**src/sv/rbfi_pkg.sv**
```systemverilog
// shared types, codes and saturating helpers for the rigid body force integrator
// no dependencies
`default_nettype none

package rbfi_pkg;

    localparam int unsigned DATA_W = 32;
    localparam int unsigned WIDE_W = 52;   // wide enough for any shifted product or sum
    localparam int unsigned MUL_W  = 33;   // signed operand width of the shared multiplier
    localparam int unsigned PROD_W = 66;
    localparam int unsigned FRAC_W = 16;

    localparam logic signed [WIDE_W-1:0] Q_ONE   = 52'sd65536;
    localparam logic signed [WIDE_W-1:0] MAX_S32 = 52'sd2147483647;
    localparam logic signed [WIDE_W-1:0] MIN_S32 = -52'sd2147483648;

    typedef enum logic [2:0] {
        OP_FORCE       = 3'd0,
        OP_TORQUE      = 3'd1,
        OP_IMPULSE     = 3'd2,
        OP_ANG_IMPULSE = 3'd3,
        OP_TIME_STEP   = 3'd4,
        OP_CLEAR       = 3'd5
    } op_t;

    typedef enum logic [2:0] {
        CFG_INVERSE_MASS    = 3'd0,
        CFG_LINEAR_DAMPING  = 3'd1,
        CFG_ANGULAR_DAMPING = 3'd2,
        CFG_IS_DYNAMIC      = 3'd3,
        CFG_FIXED_ROTATION  = 3'd4,
        CFG_AWAKE           = 3'd5
    } cfg_idx_t;

    typedef enum logic [1:0] {
        LANE_X = 2'd0,
        LANE_Y = 2'd1,
        LANE_A = 2'd2
    } lane_t;

    typedef enum logic [3:0] {
        ST_IDLE,
        ST_DECODE,
        ST_KL_MUL,
        ST_KL_WB,
        ST_KA_MUL,
        ST_KA_WB,
        ST_T_MUL,
        ST_T_WB,
        ST_U_MUL,
        ST_U_WB,
        ST_SUM,
        ST_V_MUL,
        ST_V_WB,
        ST_OUT
    } state_t;

    typedef struct packed {
        logic              hit;
        logic [DATA_W-1:0] value;
    } sat_t;

    // clamp a wide signed value to the signed 32-bit range
    function automatic sat_t sat32(input logic signed [WIDE_W-1:0] v);
        sat_t r;
        if (v > MAX_S32) begin
            r.hit   = 1'b1;
            r.value = 32'h7FFF_FFFF;
        end else if (v < MIN_S32) begin
            r.hit   = 1'b1;
            r.value = 32'h8000_0000;
        end else begin
            r.hit   = 1'b0;
            r.value = v[DATA_W-1:0];
        end
        return r;
    endfunction

    // saturating signed 32-bit add
    function automatic sat_t add_sat(input logic signed [DATA_W-1:0] a,
                                     input logic signed [DATA_W-1:0] b);
        logic signed [WIDE_W-1:0] s;
        s = WIDE_W'(a) + WIDE_W'(b);
        return sat32(s);
    endfunction

endpackage

`default_nettype wire

```
**src/sv/rigid_body_force_integrator.sv**
```systemverilog
// explicit euler velocity integrator for one 2d rigid body, signed q16.16
// depends on rbfi_pkg
`default_nettype none

// One body's linear velocity (x, y), angular velocity and force/torque
// accumulators, all signed Q16.16. Each input item is an operation: add force,
// add torque, add linear impulse (scaled by inverse mass), add angular impulse,
// time step, or clear the accumulators. Every item returns exactly one result
// item with the velocities after it and a flag that is set if any value was
// clamped to the signed 32-bit range. A time step does v += (F*inverse_mass)*dt,
// then v *= (1 - damping*dt), then clears the accumulators. Products floor
// after the 16-bit shift. All products go through one 33x33 signed multiplier
// whose output is registered, driven by a small sequencer, so one item is
// worked on at a time and s_ready is high only while the sequencer is idle.
// Force, torque, clear, unused codes and a step that does nothing use no
// product; a linear impulse works both linear lanes, an angular impulse one
// lane, and a time step all three (two with fixed rotation). Each product is
// a multiply into the product register, then a shift and clamp, and the
// steps of a time step are chained through that one multiplier.
// A finished result sits in an output register, so the next item is taken
// while it waits for m_ready. Configuration is written through cfg_valid /
// cfg_index / cfg_data (always ready) and must only change while idle.

module rigid_body_force_integrator (
    input  wire logic        aclk,
    input  wire logic        aresetn,

    input  wire logic        cfg_valid,
    output logic             cfg_ready,
    input  wire logic [2:0]  cfg_index,
    input  wire logic [31:0] cfg_data,

    input  wire logic        s_valid,
    output logic             s_ready,
    input  wire logic [2:0]  s_operation,
    input  wire logic signed [31:0] s_value_x,
    input  wire logic signed [31:0] s_value_y,
    input  wire logic [31:0] s_delta_time,

    output logic             m_valid,
    input  wire logic        m_ready,
    output logic signed [31:0] m_velocity_x,
    output logic signed [31:0] m_velocity_y,
    output logic signed [31:0] m_angular_velocity,
    output logic             m_saturated
);

    // sequencer
    rbfi_pkg::state_t state_reg, state_next;
    rbfi_pkg::lane_t  lane_reg, lane_next;

    // configuration registers
    logic [31:0] inv_mass_reg, inv_mass_next;
    logic [31:0] lin_damp_reg, lin_damp_next;
    logic [31:0] ang_damp_reg, ang_damp_next;
    logic        dynamic_reg, dynamic_next;
    logic        fixed_rot_reg, fixed_rot_next;
    logic        awake_reg, awake_next;

    // body state
    logic signed [31:0] vel_x_reg, vel_x_next;
    logic signed [31:0] vel_y_reg, vel_y_next;
    logic signed [31:0] ang_vel_reg, ang_vel_next;
    logic signed [31:0] force_x_reg, force_x_next;
    logic signed [31:0] force_y_reg, force_y_next;
    logic signed [31:0] torque_reg, torque_next;

    // latched item
    rbfi_pkg::op_t      op_reg, op_next;
    logic signed [31:0] in_x_reg, in_x_next;
    logic signed [31:0] in_y_reg, in_y_next;
    logic [31:0]        dt_reg, dt_next;

    // working values
    logic signed [31:0] t_reg, t_next;      // running intermediate of one lane
    logic signed [31:0] kl_reg, kl_next;    // linear damping factor
    logic signed [31:0] ka_reg, ka_next;    // angular damping factor
    logic               sat_reg, sat_next;  // sticky clamp flag for this item

    // shared multiplier
    logic signed [rbfi_pkg::MUL_W-1:0]  mul_a, mul_b;
    logic signed [rbfi_pkg::PROD_W-1:0] p_reg, p_next;
    logic signed [rbfi_pkg::PROD_W-1:0] p_shift;
    logic signed [rbfi_pkg::WIDE_W-1:0] prod_q;
    rbfi_pkg::sat_t                     prod_sat, damp_sat, sum_sat;

    // output register
    logic               m_valid_reg, m_valid_next;
    logic signed [31:0] out_vx_reg, out_vx_next;
    logic signed [31:0] out_vy_reg, out_vy_next;
    logic signed [31:0] out_va_reg, out_va_next;
    logic               out_sat_reg, out_sat_next;

    // lane selection
    logic signed [31:0] v_sel, acc_sel, in_sel, k_sel;
    logic               rot_ok;
    logic               is_step;

    rbfi_pkg::sat_t fx_sat, fy_sat, tq_sat;

    assign cfg_ready = 1'b1;
    assign s_ready   = (state_reg == rbfi_pkg::ST_IDLE);

    assign m_valid            = m_valid_reg;
    assign m_velocity_x       = out_vx_reg;
    assign m_velocity_y       = out_vy_reg;
    assign m_angular_velocity = out_va_reg;
    assign m_saturated        = out_sat_reg;

    assign rot_ok  = dynamic_reg && !fixed_rot_reg;
    assign is_step = (op_reg == rbfi_pkg::OP_TIME_STEP);

    always_comb begin
        case (lane_reg)
            rbfi_pkg::LANE_X: begin
                v_sel   = vel_x_reg;
                acc_sel = force_x_reg;
                in_sel  = in_x_reg;
                k_sel   = kl_reg;
            end
            rbfi_pkg::LANE_Y: begin
                v_sel   = vel_y_reg;
                acc_sel = force_y_reg;
                in_sel  = in_y_reg;
                k_sel   = kl_reg;
            end
            rbfi_pkg::LANE_A: begin
                v_sel   = ang_vel_reg;
                acc_sel = torque_reg;
                in_sel  = in_x_reg;
                k_sel   = ka_reg;
            end
            default: begin
                v_sel   = vel_x_reg;
                acc_sel = force_x_reg;
                in_sel  = in_x_reg;
                k_sel   = kl_reg;
            end
        endcase
    end

    // operand select for the shared multiplier
    always_comb begin
        case (state_reg)
            rbfi_pkg::ST_KL_MUL: begin
                mul_a = {1'b0, lin_damp_reg};
                mul_b = {1'b0, dt_reg};
            end
            rbfi_pkg::ST_KA_MUL: begin
                mul_a = {1'b0, ang_damp_reg};
                mul_b = {1'b0, dt_reg};
            end
            rbfi_pkg::ST_T_MUL: begin
                mul_a = is_step ? {acc_sel[31], acc_sel} : {in_sel[31], in_sel};
                mul_b = {1'b0, inv_mass_reg};
            end
            rbfi_pkg::ST_U_MUL: begin
                mul_a = {t_reg[31], t_reg};
                mul_b = {1'b0, dt_reg};
            end
            rbfi_pkg::ST_V_MUL: begin
                mul_a = {t_reg[31], t_reg};
                mul_b = {k_sel[31], k_sel};
            end
            default: begin
                mul_a = '0;
                mul_b = '0;
            end
        endcase
    end

    assign p_next  = mul_a * mul_b;
    // arithmetic shift of the registered product floors toward minus infinity
    assign p_shift = p_reg >>> rbfi_pkg::FRAC_W;
    assign prod_q  = $signed(p_shift[rbfi_pkg::WIDE_W-1:0]);

    assign prod_sat = rbfi_pkg::sat32(prod_q);
    assign damp_sat = rbfi_pkg::sat32(rbfi_pkg::Q_ONE - prod_q);
    assign sum_sat  = rbfi_pkg::add_sat(v_sel, t_reg);

    // accumulator adds for the force and torque operations
    assign fx_sat = rbfi_pkg::add_sat(force_x_reg, in_x_reg);
    assign fy_sat = rbfi_pkg::add_sat(force_y_reg, in_y_reg);
    assign tq_sat = rbfi_pkg::add_sat(torque_reg, in_x_reg);

    // next state and datapath updates
    always_comb begin
        state_next     = state_reg;
        lane_next      = lane_reg;
        inv_mass_next  = inv_mass_reg;
        lin_damp_next  = lin_damp_reg;
        ang_damp_next  = ang_damp_reg;
        dynamic_next   = dynamic_reg;
        fixed_rot_next = fixed_rot_reg;
        awake_next     = awake_reg;
        vel_x_next     = vel_x_reg;
        vel_y_next     = vel_y_reg;
        ang_vel_next   = ang_vel_reg;
        force_x_next   = force_x_reg;
        force_y_next   = force_y_reg;
        torque_next    = torque_reg;
        op_next        = op_reg;
        in_x_next      = in_x_reg;
        in_y_next      = in_y_reg;
        dt_next        = dt_reg;
        t_next         = t_reg;
        kl_next        = kl_reg;
        ka_next        = ka_reg;
        sat_next       = sat_reg;
        m_valid_next   = m_valid_reg && !m_ready;
        out_vx_next    = out_vx_reg;
        out_vy_next    = out_vy_reg;
        out_va_next    = out_va_reg;
        out_sat_next   = out_sat_reg;

        // configuration writes; the user must write only while idle, the block does not enforce it
        if (cfg_valid) begin
            case (rbfi_pkg::cfg_idx_t'(cfg_index))
                rbfi_pkg::CFG_INVERSE_MASS:    inv_mass_next  = cfg_data;
                rbfi_pkg::CFG_LINEAR_DAMPING:  lin_damp_next  = cfg_data;
                rbfi_pkg::CFG_ANGULAR_DAMPING: ang_damp_next  = cfg_data;
                rbfi_pkg::CFG_IS_DYNAMIC:      dynamic_next   = cfg_data[0];
                rbfi_pkg::CFG_FIXED_ROTATION:  fixed_rot_next = cfg_data[0];
                rbfi_pkg::CFG_AWAKE:           awake_next     = cfg_data[0];
                default: ;
            endcase
        end

        case (state_reg)
            rbfi_pkg::ST_IDLE: begin
                if (s_valid) begin
                    op_next    = rbfi_pkg::op_t'(s_operation);
                    in_x_next  = s_value_x;
                    in_y_next  = s_value_y;
                    dt_next    = s_delta_time;
                    sat_next   = 1'b0;
                    state_next = rbfi_pkg::ST_DECODE;
                end
            end

            rbfi_pkg::ST_DECODE: begin
                state_next = rbfi_pkg::ST_OUT;
                case (op_reg)
                    rbfi_pkg::OP_FORCE: begin
                        if (dynamic_reg) begin
                            force_x_next = fx_sat.value;
                            force_y_next = fy_sat.value;
                            sat_next     = fx_sat.hit || fy_sat.hit;
                        end
                    end
                    rbfi_pkg::OP_TORQUE: begin
                        if (rot_ok) begin
                            torque_next = tq_sat.value;
                            sat_next    = tq_sat.hit;
                        end
                    end
                    rbfi_pkg::OP_IMPULSE: begin
                        if (dynamic_reg) begin
                            lane_next  = rbfi_pkg::LANE_X;
                            state_next = rbfi_pkg::ST_T_MUL;
                        end
                    end
                    rbfi_pkg::OP_ANG_IMPULSE: begin
                        if (rot_ok) begin
                            lane_next  = rbfi_pkg::LANE_A;
                            state_next = rbfi_pkg::ST_T_MUL;
                        end
                    end
                    rbfi_pkg::OP_TIME_STEP: begin
                        if (dynamic_reg && awake_reg) begin
                            state_next = rbfi_pkg::ST_KL_MUL;
                        end
                    end
                    rbfi_pkg::OP_CLEAR: begin
                        force_x_next = '0;
                        force_y_next = '0;
                        torque_next  = '0;
                    end
                    default: ;
                endcase
            end

            rbfi_pkg::ST_KL_MUL: state_next = rbfi_pkg::ST_KL_WB;

            rbfi_pkg::ST_KL_WB: begin
                kl_next   = damp_sat.value;
                sat_next  = sat_reg || damp_sat.hit;
                lane_next = rbfi_pkg::LANE_X;
                state_next = fixed_rot_reg ? rbfi_pkg::ST_T_MUL : rbfi_pkg::ST_KA_MUL;
            end

            rbfi_pkg::ST_KA_MUL: state_next = rbfi_pkg::ST_KA_WB;

            rbfi_pkg::ST_KA_WB: begin
                ka_next    = damp_sat.value;
                sat_next   = sat_reg || damp_sat.hit;
                lane_next  = rbfi_pkg::LANE_X;
                state_next = rbfi_pkg::ST_T_MUL;
            end

            // t = clamp(floor(value * inverse_mass))
            rbfi_pkg::ST_T_MUL: state_next = rbfi_pkg::ST_T_WB;

            rbfi_pkg::ST_T_WB: begin
                t_next     = prod_sat.value;
                sat_next   = sat_reg || prod_sat.hit;
                state_next = is_step ? rbfi_pkg::ST_U_MUL : rbfi_pkg::ST_SUM;
            end

            // u = clamp(floor(t * dt))
            rbfi_pkg::ST_U_MUL: state_next = rbfi_pkg::ST_U_WB;

            rbfi_pkg::ST_U_WB: begin
                t_next     = prod_sat.value;
                sat_next   = sat_reg || prod_sat.hit;
                state_next = rbfi_pkg::ST_SUM;
            end

            // w = clamp(v + t); an impulse writes it back, a step goes on to damping
            rbfi_pkg::ST_SUM: begin
                sat_next = sat_reg || sum_sat.hit;
                if (is_step) begin
                    t_next     = sum_sat.value;
                    state_next = rbfi_pkg::ST_V_MUL;
                end else begin
                    case (lane_reg)
                        rbfi_pkg::LANE_X: vel_x_next   = sum_sat.value;
                        rbfi_pkg::LANE_Y: vel_y_next   = sum_sat.value;
                        rbfi_pkg::LANE_A: ang_vel_next = sum_sat.value;
                        default: ;
                    endcase
                    if (lane_reg == rbfi_pkg::LANE_X) begin
                        lane_next  = rbfi_pkg::LANE_Y;
                        state_next = rbfi_pkg::ST_T_MUL;
                    end else begin
                        state_next = rbfi_pkg::ST_OUT;
                    end
                end
            end

            // v = clamp(floor(w * k))
            rbfi_pkg::ST_V_MUL: state_next = rbfi_pkg::ST_V_WB;

            rbfi_pkg::ST_V_WB: begin
                sat_next = sat_reg || prod_sat.hit;
                case (lane_reg)
                    rbfi_pkg::LANE_X: vel_x_next   = prod_sat.value;
                    rbfi_pkg::LANE_Y: vel_y_next   = prod_sat.value;
                    rbfi_pkg::LANE_A: ang_vel_next = prod_sat.value;
                    default: ;
                endcase
                if (lane_reg == rbfi_pkg::LANE_X) begin
                    lane_next  = rbfi_pkg::LANE_Y;
                    state_next = rbfi_pkg::ST_T_MUL;
                end else if (lane_reg == rbfi_pkg::LANE_Y && !fixed_rot_reg) begin
                    lane_next  = rbfi_pkg::LANE_A;
                    state_next = rbfi_pkg::ST_T_MUL;
                end else begin
                    // step finished: accumulators are consumed
                    force_x_next = '0;
                    force_y_next = '0;
                    torque_next  = '0;
                    state_next   = rbfi_pkg::ST_OUT;
                end
            end

            rbfi_pkg::ST_OUT: begin
                if (!m_valid_reg || m_ready) begin
                    m_valid_next = 1'b1;
                    out_vx_next  = vel_x_reg;
                    out_vy_next  = vel_y_reg;
                    out_va_next  = ang_vel_reg;
                    out_sat_next = sat_reg;
                    state_next   = rbfi_pkg::ST_IDLE;
                end
            end

            default: state_next = rbfi_pkg::ST_IDLE;
        endcase
    end

    // state register
    always_ff @(posedge aclk) begin
        if (!aresetn) begin
            state_reg <= rbfi_pkg::ST_IDLE;
        end else begin
            state_reg <= state_next;
        end
    end

    // control, configuration and body state
    always_ff @(posedge aclk) begin
        if (!aresetn) begin
            lane_reg      <= rbfi_pkg::LANE_X;
            inv_mass_reg  <= 32'h0001_0000;
            lin_damp_reg  <= '0;
            ang_damp_reg  <= '0;
            dynamic_reg   <= 1'b1;
            fixed_rot_reg <= 1'b0;
            awake_reg     <= 1'b1;
            vel_x_reg     <= '0;
            vel_y_reg     <= '0;
            ang_vel_reg   <= '0;
            force_x_reg   <= '0;
            force_y_reg   <= '0;
            torque_reg    <= '0;
            m_valid_reg   <= 1'b0;
        end else begin
            lane_reg      <= lane_next;
            inv_mass_reg  <= inv_mass_next;
            lin_damp_reg  <= lin_damp_next;
            ang_damp_reg  <= ang_damp_next;
            dynamic_reg   <= dynamic_next;
            fixed_rot_reg <= fixed_rot_next;
            awake_reg     <= awake_next;
            vel_x_reg     <= vel_x_next;
            vel_y_reg     <= vel_y_next;
            ang_vel_reg   <= ang_vel_next;
            force_x_reg   <= force_x_next;
            force_y_reg   <= force_y_next;
            torque_reg    <= torque_next;
            m_valid_reg   <= m_valid_next;
        end
    end

    // payload registers
    always_ff @(posedge aclk) begin
        op_reg      <= op_next;
        in_x_reg    <= in_x_next;
        in_y_reg    <= in_y_next;
        dt_reg      <= dt_next;
        t_reg       <= t_next;
        kl_reg      <= kl_next;
        ka_reg      <= ka_next;
        sat_reg     <= sat_next;
        p_reg       <= p_next;
        out_vx_reg  <= out_vx_next;
        out_vy_reg  <= out_vy_next;
        out_va_reg  <= out_va_next;
        out_sat_reg <= out_sat_next;
    end

endmodule

`default_nettype wire

```
**config.mk**
```make
export PLATFORM = sky130hd
export DESIGN_NAME = rigid_body_force_integrator
export DESIGN_NICKNAME = d
export VERILOG_FILES = /design/src/sv/rbfi_pkg.sv /design/src/sv/rigid_body_force_integrator.sv
export SDC_FILE = /design/constraint.sdc
export NUM_CORES = 2
export LEC_CHECK = 0
export BUFFER_PORTS_ARGS = -buffer_cell sky130_fd_sc_hd__buf_2
export CAP_MARGIN = 15
export CORE_ASPECT_RATIO = 0.9
export CORE_UTILIZATION = 42
export DETAILED_ROUTE_END_ITERATION = 16
export GPL_TIMING_DRIVEN = 0
export SETUP_SLACK_MARGIN = 0.3
export SYNTH_ARGS = -nofsm -noshare
export SYNTH_HDL_FRONTEND = slang
export SYNTH_SLANG_ARGS = --single-unit
```
**constraint.sdc**
```tcl
create_clock -name aclk -period 20 [get_ports aclk]
set_input_delay 2 -clock aclk [delete_from_list [all_inputs] [get_ports aclk]]
set_output_delay 2 -clock aclk [all_outputs]
set_load 0.005 [all_outputs]
```
==> results <==
- Of the post-synthesis cell area, the part taken by muxes is 0.0106.
- For this run, the number of Yosys warnings is 0.
- In the routed design, unresolved DRC markers number 0.
- The commonest cells after synthesis are inv_1 (1,228), nand2_1 (1,152), fa_1 (1,148).
- The leading cell type by number of instances after synthesis is inv_1.
- Measured along the y axis, the die boundary spans 391 um.
- Yosys mapped the design onto between 90 and 100 distinct sky130hd cell types.
- The CTS tree is built.
- The share of the clock period used by the worst path after layout is 0.768.
- The complex-gate fraction of the synthesized area is 0.121.
- The post-synthesis net count is about 9,400.
- The count of pins over their slew limit is 2.
- The count of cells in the finished layout, fillers not included, comes to ~10,000.
- The design draws ~9 mW.
- Of the cells placed in the final design, the portion with a size suffix greater than 1 is 0.0657.
- The slowest stage of the critical path belongs to the cell a32oi_1.
- For this run, the total global-route usage over all layers was measured as 0.363.
- The peak ir drop on the vdd network is 0.0752 mV.
- The number of antenna violations at the first check in global routing is 44.
- The wire-length estimate of the detail-placed layout is between 200 and 300 mm.
- The total detailed-routing wirelength is 306 mm.
- The total via count after detailed routing is a little over 60,000.
- The worst pin sits at a relative slew slack of -0.0169.
- The total number of nets in the final design is 9,773.
- The number of hold violations in the final report came to 0.
- After clock tree synthesis, the flow added hold-fix buffers numbering 0.
- STA puts the critical path data required time at 20,620 ps.
- The number of cells traversed by the worst register-to-register path is 38.
- At the pin with the least slew margin, the transition time is about 1500 ps.
- Timing would allow up to between 60 and 70 MHz.
- By area, the combinational part of the netlist is dominated by adder cells.
- For this run, the detailed router's first-pass iteration total came to 6.
- The buffer type at the clock tree root is clkbuf_16.
- Summing all non-filler instances in the final layout gives an area of slightly below 80,000 sq um.
- The placed cell count is slightly above 10,000.
- Of the total synthesized cell area, the portion taken by full adders, half adders and majority gates is 0.386.
- The overflow left after global routing is 0.
- The post-route met1 wirelength is roughly 120 mm.
- The H-tree generated during clock tree synthesis spans 3 levels.
- After floorplanning, the core was divided into around 140 placement rows.
- Of the total synthesized cell area, the portion taken by AND, OR, NAND and NOR gates is 0.146.
- The horizontal extent of the die is roughly 430 um.
- The number of I/O pins is 239.
- In this run the worst path has a maximum fanout of 10.
- The cell seen most often among critical-path stages is fa_1.
- After clock tree synthesis, the setup repair step added 0 buffers.
- The hold-critical path depth is 2.
- The starting density of the core is 0.424.
- The number of violations reported at the end of detailed-routing iteration 0 is 7,587.
- Summed over all cells, the static leakage comes to around 35 nW.
- STA puts the critical path data arrival time at 15,990 ps.
- The share of the Yosys chip area taken by registers is 0.223.
- The synthesized design spends more area on one cell type than any other, namely fa_1.
- The number of global-route vias before repair was 59,677.
- The share of the synthesized netlist area taken by xor and xnor gates is 0.0245.
- Routed signal wires occupy layers up through met5.
- The final critical delay including setup and external delays is around 15,000 ps.
- The first global-routing pass estimated between 400 and 500 mm of wire.
- The area of the core is 167,000 sq um.
- The number of resized instances in the post-cts repair step is 0.
- The final hold slack is approximately 460 ps.
- The number of enable flip-flop cells after synthesis is 293.
- The detailed-route vias per instance is 5.83.
- The average detailed-routed wire length per instance is 29.2 um.
- The detailed route wirelength on metal3 is ~38 mm.
- The routed length on met2 is approximately 120 mm.
- The run finished, with violations left.
- The source-to-sink clock delay at the later pin of the worst-skew pair is approximately 740 ps.
- The element type at the critical path end is a flip-flop.
- Once placement finished, the instance area stood at around 76,000 sq um.
- Of the post-synthesis cell area, the dominant cell type holds 0.325.
- The kind of launch point of the worst setup path is a flip-flop.
- The most used flip-flop cell after synthesis is dfxtp_1.
- The routability congestion estimate from global placement is around 1.1.
- The maximum number of pins on one net before global-route repair is 70.
- The synthesized area per cell is 9.10 sq um.
- The area of the mapped netlist is a little over 70,000 sq um.
- The number of failing setup endpoints in the final timing report is 0.
- Yosys attributes the largest share of cell area to fa_1 (32%), edfxtp_1 (12%), dfxtp_1 (9.8%), inv_1 (6.5%), ha_1 (6.1%).
- The deepest clock path buffer count is 3.
- The largest single stage delay on the critical path is 1180 ps.
- Setup repair after global routing left no endpoint under its margin.
- The clock-pin slew on the worst setup and hold paths is 70 ps.
- The synthesized design contains roughly 640 register bits.
- The detail route stage leaves a number of antenna-violating nets equal to 0.
- Port buffering added around 240 buffers.
- The async set or reset register ratio after synthesis is 0.
- The worst setup path is of the flip-flop to flip-flop kind.
- The flip-flop count of the largest register after layout is 50.
- The TritonCTS buffer count is 76.
- Across the run, the number of max-cap violations was 0.
- The synthesized instance count is a little under 8,000.
- The total number of clock tree sinks is 641.
- The final worst clock skew is approximately 74 ps.
- The die covers 170,000 sq um.
- The path class of the tightest hold or removal check is flip-flop to flip-flop.
- Dividing total power by cell area gives a power density of 117 nW/um^2.
- The area growth from synthesis to layout is 10.9%.
- The accumulated negative setup slack is 0 ps.
- The checks that failed: slew limit.
cells by family after synthesis:
kind of cell             Yosys count
multiplexers                      74
adder cells (fa/ha/maj)         1494
XOR/XNOR                         198
buffers and inverters           1650
flip-flops                       641
AND/OR/NAND/NOR                 2456
AO/OA/AOI/OAI                   1255
other                              1
report_power, final:
group          internal [mW]  switching (mW)  total [mW]
Sequential              1.63           0.275        1.91
Clock                  0.860           0.679        1.54
Combinational           1.64            4.08        5.72
Total                   4.13            5.04        9.17
layout make-up:
type / count / area, sq um
inverters: 1229 / 4610
repair buffers: 293 / 1880
multi-input cells: 5478 / 48900
flip-flops and latches: 641 / 15800
clock inverters: 45 / 639
clock buffers: 97 / 2080
plain buffers: 421 / 1650
diodes: 24 / 60.1
well taps: 2232 / 2790
fillers: 16268 / 88400
cells in the final DEF, fill, tap and decap left out, drive strengths merged, types with 25 or more instances in the layout:
master,netlist,routed
xor2,64,64
a221o,29,29
nor3,50,50
nand4,30,30
a32o,66,66
xnor2,134,134
nand2b,55,55
o2111a,27,27
dfxtp,348,348
a21oi,401,401
a221oi,51,51
clkbuf,361,460
and2,69,69
o21a,30,30
nor2,848,848
a31oi,105,105
a22oi,70,70
buf,60,351
mux2i,68,68
inv,1228,1234
a211oi,25,25
edfxtp,293,293
ha,346,346
nand3,91,91
o2111ai,29,29
a21o,152,152
fa,1148,1148
nand2,1152,1152
nor2b,42,42
o21ai,129,129
o21bai,29,29
clkinv,1,28
metrics by stage:
stage	utilization	setup slack, ps
6_report	0.470	4630
5_1_grt	0.470	4460
4_1_cts	0.469	5180
3_5_place_dp	0.453	5210
3_3_place_gp	0.448	3800
2_1_floorplan	-	10210
metal layers:
layer / vias to the layer above / global-route usage
met5: - / 0
met1: 30764 / 0.509
met2: 3711 / 0.512
met3: 687 / 0.101
met4: 14 / 0.175
li1: 25771 / -
worst paths after layout:
| check | from | slack [ps] | to |
|---|---|---|---|
| max | lane_reg[0] | 4630 | p_reg[65] |
| min | lin_damp_reg[1] | 460 | lin_damp_reg[1] |
| max reg2reg | lane_reg[0] | 4630 | p_reg[65] |
| min reg2reg | lin_damp_reg[1] | 460 | lin_damp_reg[1] |
worst max-delay path, delay by kind of cell, from the launching register on:
kind / cells / cell delay, ps
AOI/OAI and AO/OA: 10 / 4690
DFF: 1 / 330
adders and majority gates: 10 / 4590
buffers and inverters: 13 / 4530
and+or+nand+nor: 3 / 470
xor gates and xnor gates: 1 / 290
muxes: 1 / 310
No activity file was read; power rests on OpenSTA's default activity.
